### config.mk
export PLATFORM = sky130hd
export DESIGN_NAME = container_stream_demuxer
export DESIGN_NICKNAME = d
export VERILOG_FILES = /design/src/rtl/core/csd_pkg.sv /design/src/rtl/core/container_stream_demuxer.sv /design/src/rtl/core/csd_fifo.sv /design/src/rtl/core/csd_front.sv /design/src/rtl/core/csd_back.sv
export SDC_FILE = /design/constraint.sdc
export NUM_CORES = 2
export LEC_CHECK = 0
export BUFFER_PORTS_ARGS = -buffer_cell sky130_fd_sc_hd__buf_2
export CAP_MARGIN = 20
export CORE_MARGIN = 2
export CORE_UTILIZATION = 55
export DETAILED_ROUTE_END_ITERATION = 12
export GPL_ROUTABILITY_DRIVEN = 1
export HOLD_SLACK_MARGIN = 0.12
export PLACE_DENSITY = 0.77
export SKIP_CTS_REPAIR_TIMING = 1
export SYNTH_ARGS = -nofsm -noshare
export SYNTH_HDL_FRONTEND = slang
export SYNTH_SLANG_ARGS = --single-unit
### constraint.sdc
create_clock -name i_clk -period 10.8 [get_ports i_clk]
set_clock_uncertainty 0.05 [all_clocks]
set_input_delay 1.08 -clock i_clk [delete_from_list [all_inputs] [get_ports i_clk]]
set_output_delay 1.08 -clock i_clk [all_outputs]
set_load 0.01 [all_outputs]
### src/rtl/core/csd_pkg.sv
package csd_pkg;

    // Stream geometry
    localparam int HEADER_BYTES    = 64;
    localparam int RECORD_BYTES    = 16;
    localparam int POS_W           = 6;
    localparam int HDR_STORE_BYTES = 52;
    localparam int REC_STORE_BYTES = 12;
    localparam int HDR_WORDS       = 11;
    localparam int HDR_IDX_W       = 4;
    localparam int HDR_FIRST_WORD  = 2;   // first emitted word sits at byte offset 8

    localparam logic [POS_W-1:0]     HDR_LAST_POS  = POS_W'(HEADER_BYTES - 1);
    localparam logic [POS_W-1:0]     REC_LAST_POS  = POS_W'(RECORD_BYTES - 1);
    localparam logic [POS_W-1:0]     HDR_STORE_END = POS_W'(HDR_STORE_BYTES);
    localparam logic [POS_W-1:0]     REC_STORE_END = POS_W'(REC_STORE_BYTES);
    localparam logic [POS_W-1:0]     MAGIC_END     = POS_W'(4);
    localparam logic [POS_W-1:0]     FORMAT_POS    = POS_W'(5);
    localparam logic [POS_W-1:0]     WORDS_START   = POS_W'(4 * HDR_FIRST_WORD);
    localparam logic [HDR_IDX_W-1:0] HDR_LAST_IDX  = HDR_IDX_W'(HDR_WORDS - 1);

    // Job queue between front and back
    localparam int FIFO_DEPTH = 4;
    localparam int FIFO_AW    = 2;

    // Configuration register indexes
    localparam int CFG_IDX_W = 2;
    localparam logic [CFG_IDX_W-1:0] CFG_MAGIC   = 2'd0;
    localparam logic [CFG_IDX_W-1:0] CFG_FORMAT  = 2'd1;
    localparam logic [CFG_IDX_W-1:0] CFG_DROPPED = 2'd2;
    localparam logic [CFG_IDX_W-1:0] CFG_MAXSIZE = 2'd3;

    localparam logic [31:0] MAGIC_RESET   = 32'h4356_434D;
    localparam logic [7:0]  FORMAT_RESET  = 8'd1;
    localparam logic [31:0] DROPPED_RESET = 32'hFFFF_FFFF;
    localparam logic [31:0] MAXSIZE_RESET = 32'd8388608;

    typedef enum logic [1:0] {
        PH_HEADER  = 2'd0,
        PH_RECORD  = 2'd1,
        PH_PAYLOAD = 2'd2,
        PH_ERROR   = 2'd3
    } t_phase;

    typedef enum logic [1:0] {
        KIND_HEADER  = 2'd0,
        KIND_RECORD  = 2'd1,
        KIND_PAYLOAD = 2'd2,
        KIND_ERROR   = 2'd3
    } t_kind;

    typedef enum logic [2:0] {
        ERR_MAGIC   = 3'd0,
        ERR_FORMAT  = 3'd1,
        ERR_DIM     = 3'd2,
        ERR_DROPPED = 3'd3,
        ERR_SIZE    = 3'd4
    } t_err;

    typedef struct packed {
        logic [31:0] magic;
        logic [7:0]  fmt;
        logic [31:0] marker;
        logic [31:0] max_bytes;
    } t_cfg;

    // One classified job; a header job expands to all header words in the back end
    typedef struct packed {
        t_kind       kind;
        t_err        err;
        logic        last;
        logic [31:0] sz;
        logic [31:0] q;
        logic [31:0] fl;
        logic [7:0]  pbyte;
    } t_job;

endpackage

### src/rtl/core/container_stream_demuxer.sv
// Results pass the job queue, then the output register. Input: one byte per cycle
// while the queue has room. Output: one result per cycle unless stalled; the
// four-entry job queue absorbs the input while the eleven header words issue.
// Reset (synchronous, active low) clears the parse state, the queue and the output
// valid, and returns the configuration registers to their defaults.
module container_stream_demuxer
    import csd_pkg::*;
(
    input  logic                 i_clk,
    input  logic                 i_rst_n,
    input  logic                 i_cfg_we,
    input  logic [CFG_IDX_W-1:0] i_cfg_index,
    input  logic [31:0]          i_cfg_data,
    input  logic                 i_valid,
    output logic                 o_ready,
    input  logic [7:0]           i_data_byte,
    output logic                 o_valid,
    input  logic                 i_ready,
    output logic [1:0]           o_item_kind,
    output logic [3:0]           o_field_index,
    output logic [31:0]          o_field_value,
    output logic [31:0]          o_payload_size,
    output logic signed [31:0]   o_q_index,
    output logic [31:0]          o_frame_flags,
    output logic [7:0]           o_payload_byte,
    output logic [2:0]           o_error_code,
    output logic                 o_last
);

    t_cfg                 r_cfg;
    logic                 w_push, w_pop, w_full, w_empty;
    t_job                 w_job_in, w_job_out;
    logic [HDR_IDX_W-1:0] w_hdr_rd_idx;
    logic [31:0]          w_hdr_rd_word;

    // Configuration registers
    always_ff @(posedge i_clk) begin
        if (!i_rst_n) begin
            r_cfg.magic     <= MAGIC_RESET;
            r_cfg.fmt       <= FORMAT_RESET;
            r_cfg.marker    <= DROPPED_RESET;
            r_cfg.max_bytes <= MAXSIZE_RESET;
        end else if (i_cfg_we) begin
            case (i_cfg_index)
                CFG_MAGIC:   r_cfg.magic     <= i_cfg_data;
                CFG_FORMAT:  r_cfg.fmt       <= i_cfg_data[7:0];
                CFG_DROPPED: r_cfg.marker    <= i_cfg_data;
                CFG_MAXSIZE: r_cfg.max_bytes <= i_cfg_data;
                default: ;
            endcase
        end
    end

    csd_front u_front (
        .i_clk         (i_clk),
        .i_rst_n       (i_rst_n),
        .i_cfg         (r_cfg),
        .i_valid       (i_valid),
        .o_ready       (o_ready),
        .i_data_byte   (i_data_byte),
        .o_push        (w_push),
        .o_job         (w_job_in),
        .i_fifo_full   (w_full),
        .i_hdr_rd_idx  (w_hdr_rd_idx),
        .o_hdr_rd_word (w_hdr_rd_word)
    );

    csd_fifo u_fifo (
        .i_clk   (i_clk),
        .i_rst_n (i_rst_n),
        .i_push  (w_push),
        .i_job   (w_job_in),
        .o_full  (w_full),
        .o_empty (w_empty),
        .i_pop   (w_pop),
        .o_job   (w_job_out)
    );

    csd_back u_back (
        .i_clk          (i_clk),
        .i_rst_n        (i_rst_n),
        .i_empty        (w_empty),
        .i_job          (w_job_out),
        .o_pop          (w_pop),
        .o_hdr_rd_idx   (w_hdr_rd_idx),
        .i_hdr_rd_word  (w_hdr_rd_word),
        .o_valid        (o_valid),
        .i_ready        (i_ready),
        .o_item_kind    (o_item_kind),
        .o_field_index  (o_field_index),
        .o_field_value  (o_field_value),
        .o_payload_size (o_payload_size),
        .o_q_index      (o_q_index),
        .o_frame_flags  (o_frame_flags),
        .o_payload_byte (o_payload_byte),
        .o_error_code   (o_error_code),
        .o_last         (o_last)
    );

`ifndef SYNTH
    // Front never pushes into a full queue
    a_no_overflow: assert property (@(posedge i_clk) disable iff (!i_rst_n)
        w_push |-> !w_full)
        else $error("job pushed into full queue");

    // Input stalls only for lack of queue room
    a_stall_cause: assert property (@(posedge i_clk) disable iff (!i_rst_n)
        !o_ready |-> w_full)
        else $error("input stalled with queue room");

    // The final header word, and only it, carries last
    a_hdr_last: assert property (@(posedge i_clk) disable iff (!i_rst_n)
        (o_valid && o_item_kind == KIND_HEADER) |-> (o_last == (o_field_index == HDR_LAST_IDX)))
        else $error("header last flag misplaced");
`endif

endmodule

### src/rtl/core/csd_fifo.sv
module csd_fifo
    import csd_pkg::*;
(
    input  logic i_clk,
    input  logic i_rst_n,
    input  logic i_push,
    input  t_job i_job,
    output logic o_full,
    output logic o_empty,
    input  logic i_pop,
    output t_job o_job
);

    t_job               r_mem [FIFO_DEPTH];
    logic [FIFO_AW-1:0] r_wr;
    logic [FIFO_AW-1:0] r_rd;
    logic [FIFO_AW:0]   r_cnt;
    logic               w_push;
    logic               w_pop;

    assign o_full  = (r_cnt == (FIFO_AW+1)'(FIFO_DEPTH));
    assign o_empty = (r_cnt == '0);
    assign w_push  = i_push && !o_full;
    assign w_pop   = i_pop && !o_empty;
    assign o_job   = r_mem[r_rd];

    // Pointers and fill count
    always_ff @(posedge i_clk) begin
        if (!i_rst_n) begin
            r_wr  <= '0;
            r_rd  <= '0;
            r_cnt <= '0;
        end else begin
            if (w_push) r_wr <= r_wr + 1'b1;
            if (w_pop)  r_rd <= r_rd + 1'b1;
            if (w_push && !w_pop)      r_cnt <= r_cnt + 1'b1;
            else if (w_pop && !w_push) r_cnt <= r_cnt - 1'b1;
        end
    end

    // Storage
    always_ff @(posedge i_clk) begin
        if (w_push) r_mem[r_wr] <= i_job;
    end

endmodule

### src/rtl/core/csd_front.sv
module csd_front
    import csd_pkg::*;
(
    input  logic                 i_clk,
    input  logic                 i_rst_n,
    input  t_cfg                 i_cfg,
    input  logic                 i_valid,
    output logic                 o_ready,
    input  logic [7:0]           i_data_byte,
    output logic                 o_push,
    output t_job                 o_job,
    input  logic                 i_fifo_full,
    input  logic [HDR_IDX_W-1:0] i_hdr_rd_idx,
    output logic [31:0]          o_hdr_rd_word
);

    t_phase               r_phase, n_phase;
    logic [POS_W-1:0]     r_pos, n_pos;
    logic [31:0]          r_rem, n_rem;
    logic [31:0]          r_magic_rx;
    logic [7:0]           r_fmt_rx;
    logic [31:0]          r_hdr_word [HDR_WORDS];
    logic [31:0]          r_sz, r_q, r_fl;
    logic [31:0]          w_sz, w_q, w_fl;
    logic [HDR_IDX_W-1:0] w_hdr_widx;
    logic                 w_emits;
    logic                 w_acc;
    logic                 w_magic_bad, w_fmt_bad, w_dim_bad;
    logic                 w_dropped, w_size_bad, w_last_byte;

    // Bytes that produce a job need queue room; the rest are always taken
    always_comb begin
        case (r_phase)
            PH_HEADER:  w_emits = (r_pos == HDR_LAST_POS);
            PH_RECORD:  w_emits = (r_pos == REC_LAST_POS);
            PH_PAYLOAD: w_emits = 1'b1;
            default:    w_emits = 1'b0;
        endcase
    end

    assign o_ready = !w_emits || !i_fifo_full;
    assign w_acc   = i_valid && o_ready;

    // Record words with the incoming byte merged in
    always_comb begin
        w_sz = r_sz;
        w_q  = r_q;
        w_fl = r_fl;
        if (r_phase == PH_RECORD && r_pos < REC_STORE_END) begin
            case (r_pos[3:2])
                2'd0:    w_sz[{r_pos[1:0], 3'b000} +: 8] = i_data_byte;
                2'd1:    w_q[{r_pos[1:0], 3'b000} +: 8]  = i_data_byte;
                2'd2:    w_fl[{r_pos[1:0], 3'b000} +: 8] = i_data_byte;
                default: ;
            endcase
        end
    end

    // Checks
    assign w_magic_bad = (r_magic_rx != i_cfg.magic);
    assign w_fmt_bad   = (r_fmt_rx != i_cfg.fmt);
    assign w_dim_bad   = (r_hdr_word[0] == '0) || (r_hdr_word[1] == '0);
    assign w_dropped   = (w_q == i_cfg.marker);
    assign w_size_bad  = (w_sz == '0) || (w_sz > i_cfg.max_bytes);
    assign w_last_byte = (r_rem[31:1] == '0);

    // Next state
    always_comb begin
        n_phase = r_phase;
        n_pos   = r_pos;
        n_rem   = r_rem;
        if (w_acc) begin
            case (r_phase)
                PH_HEADER: begin
                    if (r_pos == HDR_LAST_POS) begin
                        n_pos = '0;
                        if (w_magic_bad || w_fmt_bad || w_dim_bad) n_phase = PH_ERROR;
                        else                                       n_phase = PH_RECORD;
                    end else begin
                        n_pos = r_pos + 1'b1;
                    end
                end
                PH_RECORD: begin
                    if (r_pos == REC_LAST_POS) begin
                        n_pos = '0;
                        if (w_dropped) begin
                            if (w_sz != '0) n_phase = PH_ERROR;
                        end else if (w_size_bad) begin
                            n_phase = PH_ERROR;
                        end else begin
                            n_phase = PH_PAYLOAD;
                            n_rem   = w_sz;
                        end
                    end else begin
                        n_pos = r_pos + 1'b1;
                    end
                end
                PH_PAYLOAD: begin
                    if (r_rem != '0) n_rem = r_rem - 1'b1;
                    if (w_last_byte) begin
                        n_phase = PH_RECORD;
                        n_pos   = '0;
                    end
                end
                default: ;
            endcase
        end
    end

    // Job output
    always_comb begin
        o_push = 1'b0;
        o_job  = '{kind: KIND_HEADER, err: ERR_MAGIC, last: 1'b0,
                   sz: '0, q: '0, fl: '0, pbyte: '0};
        if (w_acc) begin
            case (r_phase)
                PH_HEADER: begin
                    if (r_pos == HDR_LAST_POS) begin
                        o_push = 1'b1;
                        if (w_magic_bad) begin
                            o_job.kind = KIND_ERROR;
                            o_job.err  = ERR_MAGIC;
                        end else if (w_fmt_bad) begin
                            o_job.kind = KIND_ERROR;
                            o_job.err  = ERR_FORMAT;
                        end else if (w_dim_bad) begin
                            o_job.kind = KIND_ERROR;
                            o_job.err  = ERR_DIM;
                        end
                    end
                end
                PH_RECORD: begin
                    if (r_pos == REC_LAST_POS) begin
                        o_push = 1'b1;
                        if (w_dropped) begin
                            if (w_sz != '0) begin
                                o_job.kind = KIND_ERROR;
                                o_job.err  = ERR_DROPPED;
                            end else begin
                                o_job.kind = KIND_RECORD;
                                o_job.q    = w_q;
                                o_job.fl   = w_fl;
                                o_job.last = 1'b1;
                            end
                        end else if (w_size_bad) begin
                            o_job.kind = KIND_ERROR;
                            o_job.err  = ERR_SIZE;
                        end else begin
                            o_job.kind = KIND_RECORD;
                            o_job.sz   = w_sz;
                            o_job.q    = w_q;
                            o_job.fl   = w_fl;
                        end
                    end
                end
                PH_PAYLOAD: begin
                    o_push      = 1'b1;
                    o_job.kind  = KIND_PAYLOAD;
                    o_job.pbyte = i_data_byte;
                    o_job.last  = w_last_byte;
                end
                default: ;
            endcase
        end
    end

    // Control state
    always_ff @(posedge i_clk) begin
        if (!i_rst_n) begin
            r_phase <= PH_HEADER;
            r_pos   <= '0;
            r_rem   <= '0;
        end else begin
            r_phase <= n_phase;
            r_pos   <= n_pos;
            r_rem   <= n_rem;
        end
    end

    // Header and record capture
    assign w_hdr_widx = HDR_IDX_W'(r_pos[POS_W-1:2]) - HDR_IDX_W'(HDR_FIRST_WORD);

    always_ff @(posedge i_clk) begin
        if (w_acc && r_phase == PH_HEADER) begin
            if (r_pos < MAGIC_END)
                r_magic_rx[{r_pos[1:0], 3'b000} +: 8] <= i_data_byte;
            if (r_pos == FORMAT_POS)
                r_fmt_rx <= i_data_byte;
            if (r_pos >= WORDS_START && r_pos < HDR_STORE_END)
                r_hdr_word[w_hdr_widx][{r_pos[1:0], 3'b000} +: 8] <= i_data_byte;
        end
        if (w_acc && r_phase == PH_RECORD && r_pos < REC_STORE_END) begin
            r_sz <= w_sz;
            r_q  <= w_q;
            r_fl <= w_fl;
        end
    end

    assign o_hdr_rd_word = r_hdr_word[i_hdr_rd_idx];

endmodule

### src/rtl/core/csd_back.sv
module csd_back
    import csd_pkg::*;
(
    input  logic                 i_clk,
    input  logic                 i_rst_n,
    input  logic                 i_empty,
    input  t_job                 i_job,
    output logic                 o_pop,
    output logic [HDR_IDX_W-1:0] o_hdr_rd_idx,
    input  logic [31:0]          i_hdr_rd_word,
    output logic                 o_valid,
    input  logic                 i_ready,
    output logic [1:0]           o_item_kind,
    output logic [3:0]           o_field_index,
    output logic [31:0]          o_field_value,
    output logic [31:0]          o_payload_size,
    output logic signed [31:0]   o_q_index,
    output logic [31:0]          o_frame_flags,
    output logic [7:0]           o_payload_byte,
    output logic [2:0]           o_error_code,
    output logic                 o_last
);

    logic                 r_valid;
    logic [HDR_IDX_W-1:0] r_cnt;
    logic                 w_issue;
    logic                 w_hdr_job;
    logic [1:0]           r_kind, n_kind;
    logic [3:0]           r_fidx, n_fidx;
    logic [31:0]          r_fval, n_fval;
    logic [31:0]          r_size, n_size;
    logic [31:0]          r_q, n_q;
    logic [31:0]          r_flags, n_flags;
    logic [7:0]           r_pbyte, n_pbyte;
    logic [2:0]           r_err, n_err;
    logic                 r_last, n_last;

    // Issue one result whenever the output slot frees up and the queue holds a job
    assign w_issue      = !i_empty && (!r_valid || i_ready);
    assign w_hdr_job    = (i_job.kind == KIND_HEADER);
    assign o_pop        = w_issue && (!w_hdr_job || r_cnt == HDR_LAST_IDX);
    assign o_hdr_rd_idx = r_cnt;

    // Result fields; fields outside the kind stay zero
    always_comb begin
        n_kind  = i_job.kind;
        n_fidx  = '0;
        n_fval  = '0;
        n_size  = '0;
        n_q     = '0;
        n_flags = '0;
        n_pbyte = '0;
        n_err   = '0;
        n_last  = 1'b0;
        case (i_job.kind)
            KIND_HEADER: begin
                n_fidx = r_cnt;
                n_fval = i_hdr_rd_word;
                n_last = (r_cnt == HDR_LAST_IDX);
            end
            KIND_RECORD: begin
                n_size  = i_job.sz;
                n_q     = i_job.q;
                n_flags = i_job.fl;
                n_last  = i_job.last;
            end
            KIND_PAYLOAD: begin
                n_pbyte = i_job.pbyte;
                n_last  = i_job.last;
            end
            default: n_err = i_job.err;
        endcase
    end

    // Header word counter and output valid
    always_ff @(posedge i_clk) begin
        if (!i_rst_n) begin
            r_valid <= 1'b0;
            r_cnt   <= '0;
        end else begin
            if (w_issue)      r_valid <= 1'b1;
            else if (i_ready) r_valid <= 1'b0;
            if (w_issue && w_hdr_job)
                r_cnt <= (r_cnt == HDR_LAST_IDX) ? '0 : r_cnt + 1'b1;
        end
    end

    // Output register
    always_ff @(posedge i_clk) begin
        if (w_issue) begin
            r_kind  <= n_kind;
            r_fidx  <= n_fidx;
            r_fval  <= n_fval;
            r_size  <= n_size;
            r_q     <= n_q;
            r_flags <= n_flags;
            r_pbyte <= n_pbyte;
            r_err   <= n_err;
            r_last  <= n_last;
        end
    end

    assign o_valid        = r_valid;
    assign o_item_kind    = r_kind;
    assign o_field_index  = r_fidx;
    assign o_field_value  = r_fval;
    assign o_payload_size = r_size;
    assign o_q_index      = $signed(r_q);
    assign o_frame_flags  = r_flags;
    assign o_payload_byte = r_pbyte;
    assign o_error_code   = r_err;
    assign o_last         = r_last;

endmodule

==> reports/results.ini <==
[outcome]
run_status=finished clean

[timing]
fmaxAchievable_ghz=0.141
fin_crit_ns=7.09
pnr_worst_setup_slack_ns=3.71
worst_slew_pin_slew_ns=1.28
max_slew_violation_count=0
grt_setup_unrepaired=false
final-hold-violation-count=0
fin_setup_tns_ns=0
report.final.setup_viol=0
timing.slew.headroom_pct=13.9
finalCritPeriodShare_pct=65.7

[routing]
drtIter0Drc=4421
wirelength_mm=136
dr_total_vias=32100
route.antenna.remaining_nets=0
avgRoutedWirePerCell_um=26.9
drt_drc_violations_left=0
detail_route.vias_per_cell=6.34
drtPass1Iterations=6

[global_route]
globalRouteOverflowTotal=0
grt_first_pass_wirelength_mm=200
grt_pass1_vias=30700
antenna_found_initial=4
track_usage_pct=27.7
maximum_number_of_pins_on_one_net_before_global_route_repair=97

[clocking]
tritoncts_num_sinks=1264
cts_tree=done
cts.reportedPaths.clkPinSlew_ns=0.07
h-tree-depth=3
cts_made_buffers=118
clk_path_buf_depth=3
clk_latency_ns=0.74
cts_root_buffer=sky130_fd_sc_hd__clkbuf_16

[placed_design]
detailedPlace.worstSlack_ns=3.98
port-buffer-count=194
routability_driven_placement_congestion_ratio=0.955
place_hpwl_mm=87.5

[floorplan]
core_area_um2=94600
die_w_um=312
top_level_ports=195
die_outline_area_um2=97600
die_h_um=312
initial_core_util_pct=55.3
row_count=113

[critical_path]
worst_r2r_path_depth=17
crit_path_top_delay_cell=sky130_fd_sc_hd__nor4bb_1
critPathKind=reg -> reg
regToRegSetupSlack_ns=3.71
regToRegStartpoint=u_front.r_pos[0]
path_max_fanout=64
timing.critical_path.required_ns=11.25
arrival_ns=7.54
setup_crit_end_kind=flip-flop
max_stage_delay_on_crit_path_ns=0.98
cp_cell_sequence=inv_1, ha_1, nor4bb_1, nand2_1, o21ai_0, ha_1, nand4_1, nor2_1, a221o_1, a211oi_1, o211ai_1, a21oi_1, buf_4, mux2i_1, or2_2, buf_4, nor2b_1
startpoint_type=flip-flop
r2r-end=u_fifo.r_mem[3][8]

[power]
maximum_resistive_drop_on_vdd_mv=0.197
power-per-cell-area_nw_per_um2=211
total_leakage_power_nw=19.4

[min_path]
worst_hold_path.num_cells=2
hold_path_class=reg -> reg
holdCritStartpoint=r_cfg[22]
hold_end=r_cfg[22]

[cells_and_area]
layout-drive-gt1-share_pct=17.7
flow.area_growth_from_synthesis_pct=11.5
fillers=6805
nNetsFinal=3786
area.sequential_um2=36400
multiInputGateArea_um2=14600

[logic_synthesis]
ys_seq_area_share_pct=69.6
synth_fp_nets=3628
netlist_area_um2=52300
dominantRegCellSynth=sky130_fd_sc_hd__edfxtp_1
cells_after_synthesis=3526
synth.yosys.warnings=0
synth_largest_type_area_fraction_pct=63.5
asyncSetResetFlopFracSynth_pct=0
number_of_distinct_standard_cells_referenced_by_the_synthesized_netlist=86
synth.area.top_cells=sky130_fd_sc_hd__edfxtp_1 (64%), sky130_fd_sc_hd__mux4_2 (8.9%), sky130_fd_sc_hd__dfxtp_1 (6.0%)
synth.avg_cell_area_um2=14.8
yosysMostFrequentCell=sky130_fd_sc_hd__edfxtp_1
yosys.area.top_type=sky130_fd_sc_hd__edfxtp_1
ys_ff_latch=1264
synth.top_cells.by_count=sky130_fd_sc_hd__edfxtp_1 (1,106), sky130_fd_sc_hd__nand2_1 (437), sky130_fd_sc_hd__mux4_2 (206), sky130_fd_sc_hd__o21ai_0 (163), sky130_fd_sc_hd__nor2_1 (162)
edff_count_synth=1106

[flow_run]
drv_cap=0

## layout by cell type (no fill, tap or decap), drive strengths merged, types with 42 or more instances in the layout
master | synthesis | routed
nor2b | 61 | 61
and2 | 157 | 157
nor2 | 162 | 162
ha | 54 | 54
clkbuf | 141 | 161
edfxtp | 1106 | 1106
nand3 | 75 | 75
a21oi | 161 | 161
mux4 | 206 | 206
nand2 | 439 | 439
dfxtp | 158 | 158
buf | 57 | 236
nor4 | 50 | 50
mux2i | 45 | 45
clkinv | 1 | 42
inv | 129 | 132
o21ai | 164 | 164
## how the worst max path moves through the flow
stage	from	end	slack, ns
3_3_place_gp	u_front.r_pos[0]	u_fifo.r_mem[0][59]	4.34
6_report	u_front.r_pos[0]	u_fifo.r_mem[3][8]	3.71
2_1_floorplan	i_ready	u_fifo.r_cnt[2]	0.75
3_5_place_dp	u_front.r_pos[0]	u_fifo.r_mem[3][22]	3.98
4_1_cts	u_front.r_pos[0]	u_fifo.r_mem[3][8]	3.88
5_1_grt	u_front.r_pos[0]	u_fifo.r_mem[0][8]	3.46
## power by group
| part | leakage, nW | internal, mW | total (mW) | switching [mW] |
|---|---|---|---|---|
| clock | 1.87 | 2.39 | 4.20 | 1.81 |
| sequential | 11.4 | 5.82 | 6.05 | 0.224 |
| combinational | 6.14 | 0.831 | 2.08 | 1.25 |
## stage by stage
step	total power, mW	cell area [um^2]	cells	utilization (%)	hold WS (ns)
floorplan	7.53	52300	3526	-	0.386
global placement	8.20	54400	4827	57.5	0.396
detailed placement	8.22	54400	4827	57.5	0.397
CTS	12.4	58300	5049	61.6	0.405
global route	12.7	58300	5051	61.6	0.416
finish	12.3	58300	5055	61.6	0.407
## flip-flops by register name, summed over array words and instances, names as in the netlist, 4 cells and up, named ones only
signal                 cells
r_cfg                    104
u_back.o_field_index       4
u_back.o_field_value      32
u_back.o_frame_flags      32
u_back.o_hdr_rd_idx        4
u_back.o_payload_byte      8
u_back.o_payload_size     32
u_back.o_q_index          32
u_fifo.r_mem             440
u_front.r_fl              32
u_front.r_fmt_rx           8
u_front.r_hdr_word       384
u_front.r_magic_rx        32
u_front.r_pos              6
u_front.r_q               32
u_front.r_rem             32
u_front.r_sz              32
## logic make-up (layout without fill, tap and decap cells)
group | Yosys count | in the layout | synth area share [%]
fa+ha+maj | 55 | 55 | 1.33
buf+inv | 328 | 588 | 2.53
other cells | 0 | 4 | 0
mux | 252 | 252 | 9.78
xor+xnor | 55 | 55 | 0.921
compound gates | 464 | 464 | 5.28
simple gates | 1108 | 1108 | 10.6
flops | 1264 | 1264 | 69.6
## routing by layer
layer / vias up / wire [um] / GRT usage [%]
li1: 13700 / - / -
met1: 16200 / 54700 / 40.8
met2: 1964 / 61300 / 40.9
met3: 288 / 15500 / 6.41
met4: 4 / 4640 / 9.72
met5: - / 27 / 0
## area by class of cell
cell class | instances | area share, %
antenna | 4 | 0.0172
clock buffer | 161 | 5.48
multi-input combinational | 1934 | 25.1
sequential | 1264 | 62.4
clock inverter | 61 | 1.19
tap | 1265 | 2.71
timing repair buffer | 236 | 2.25
inverter | 130 | 0.837
## critical path, delay by kind of cell (launching register included)
kind                     cells  cell delay (ns)
AND/OR/NAND/NOR              6             2.10
flip-flops                   1             0.91
adder cells (fa/ha/maj)      2             1.10
buffers and inverters        3             0.79
AO/OA/AOI/OAI                5             1.75
multiplexers                 1             0.10
Power figures use the tool's default switching activity.
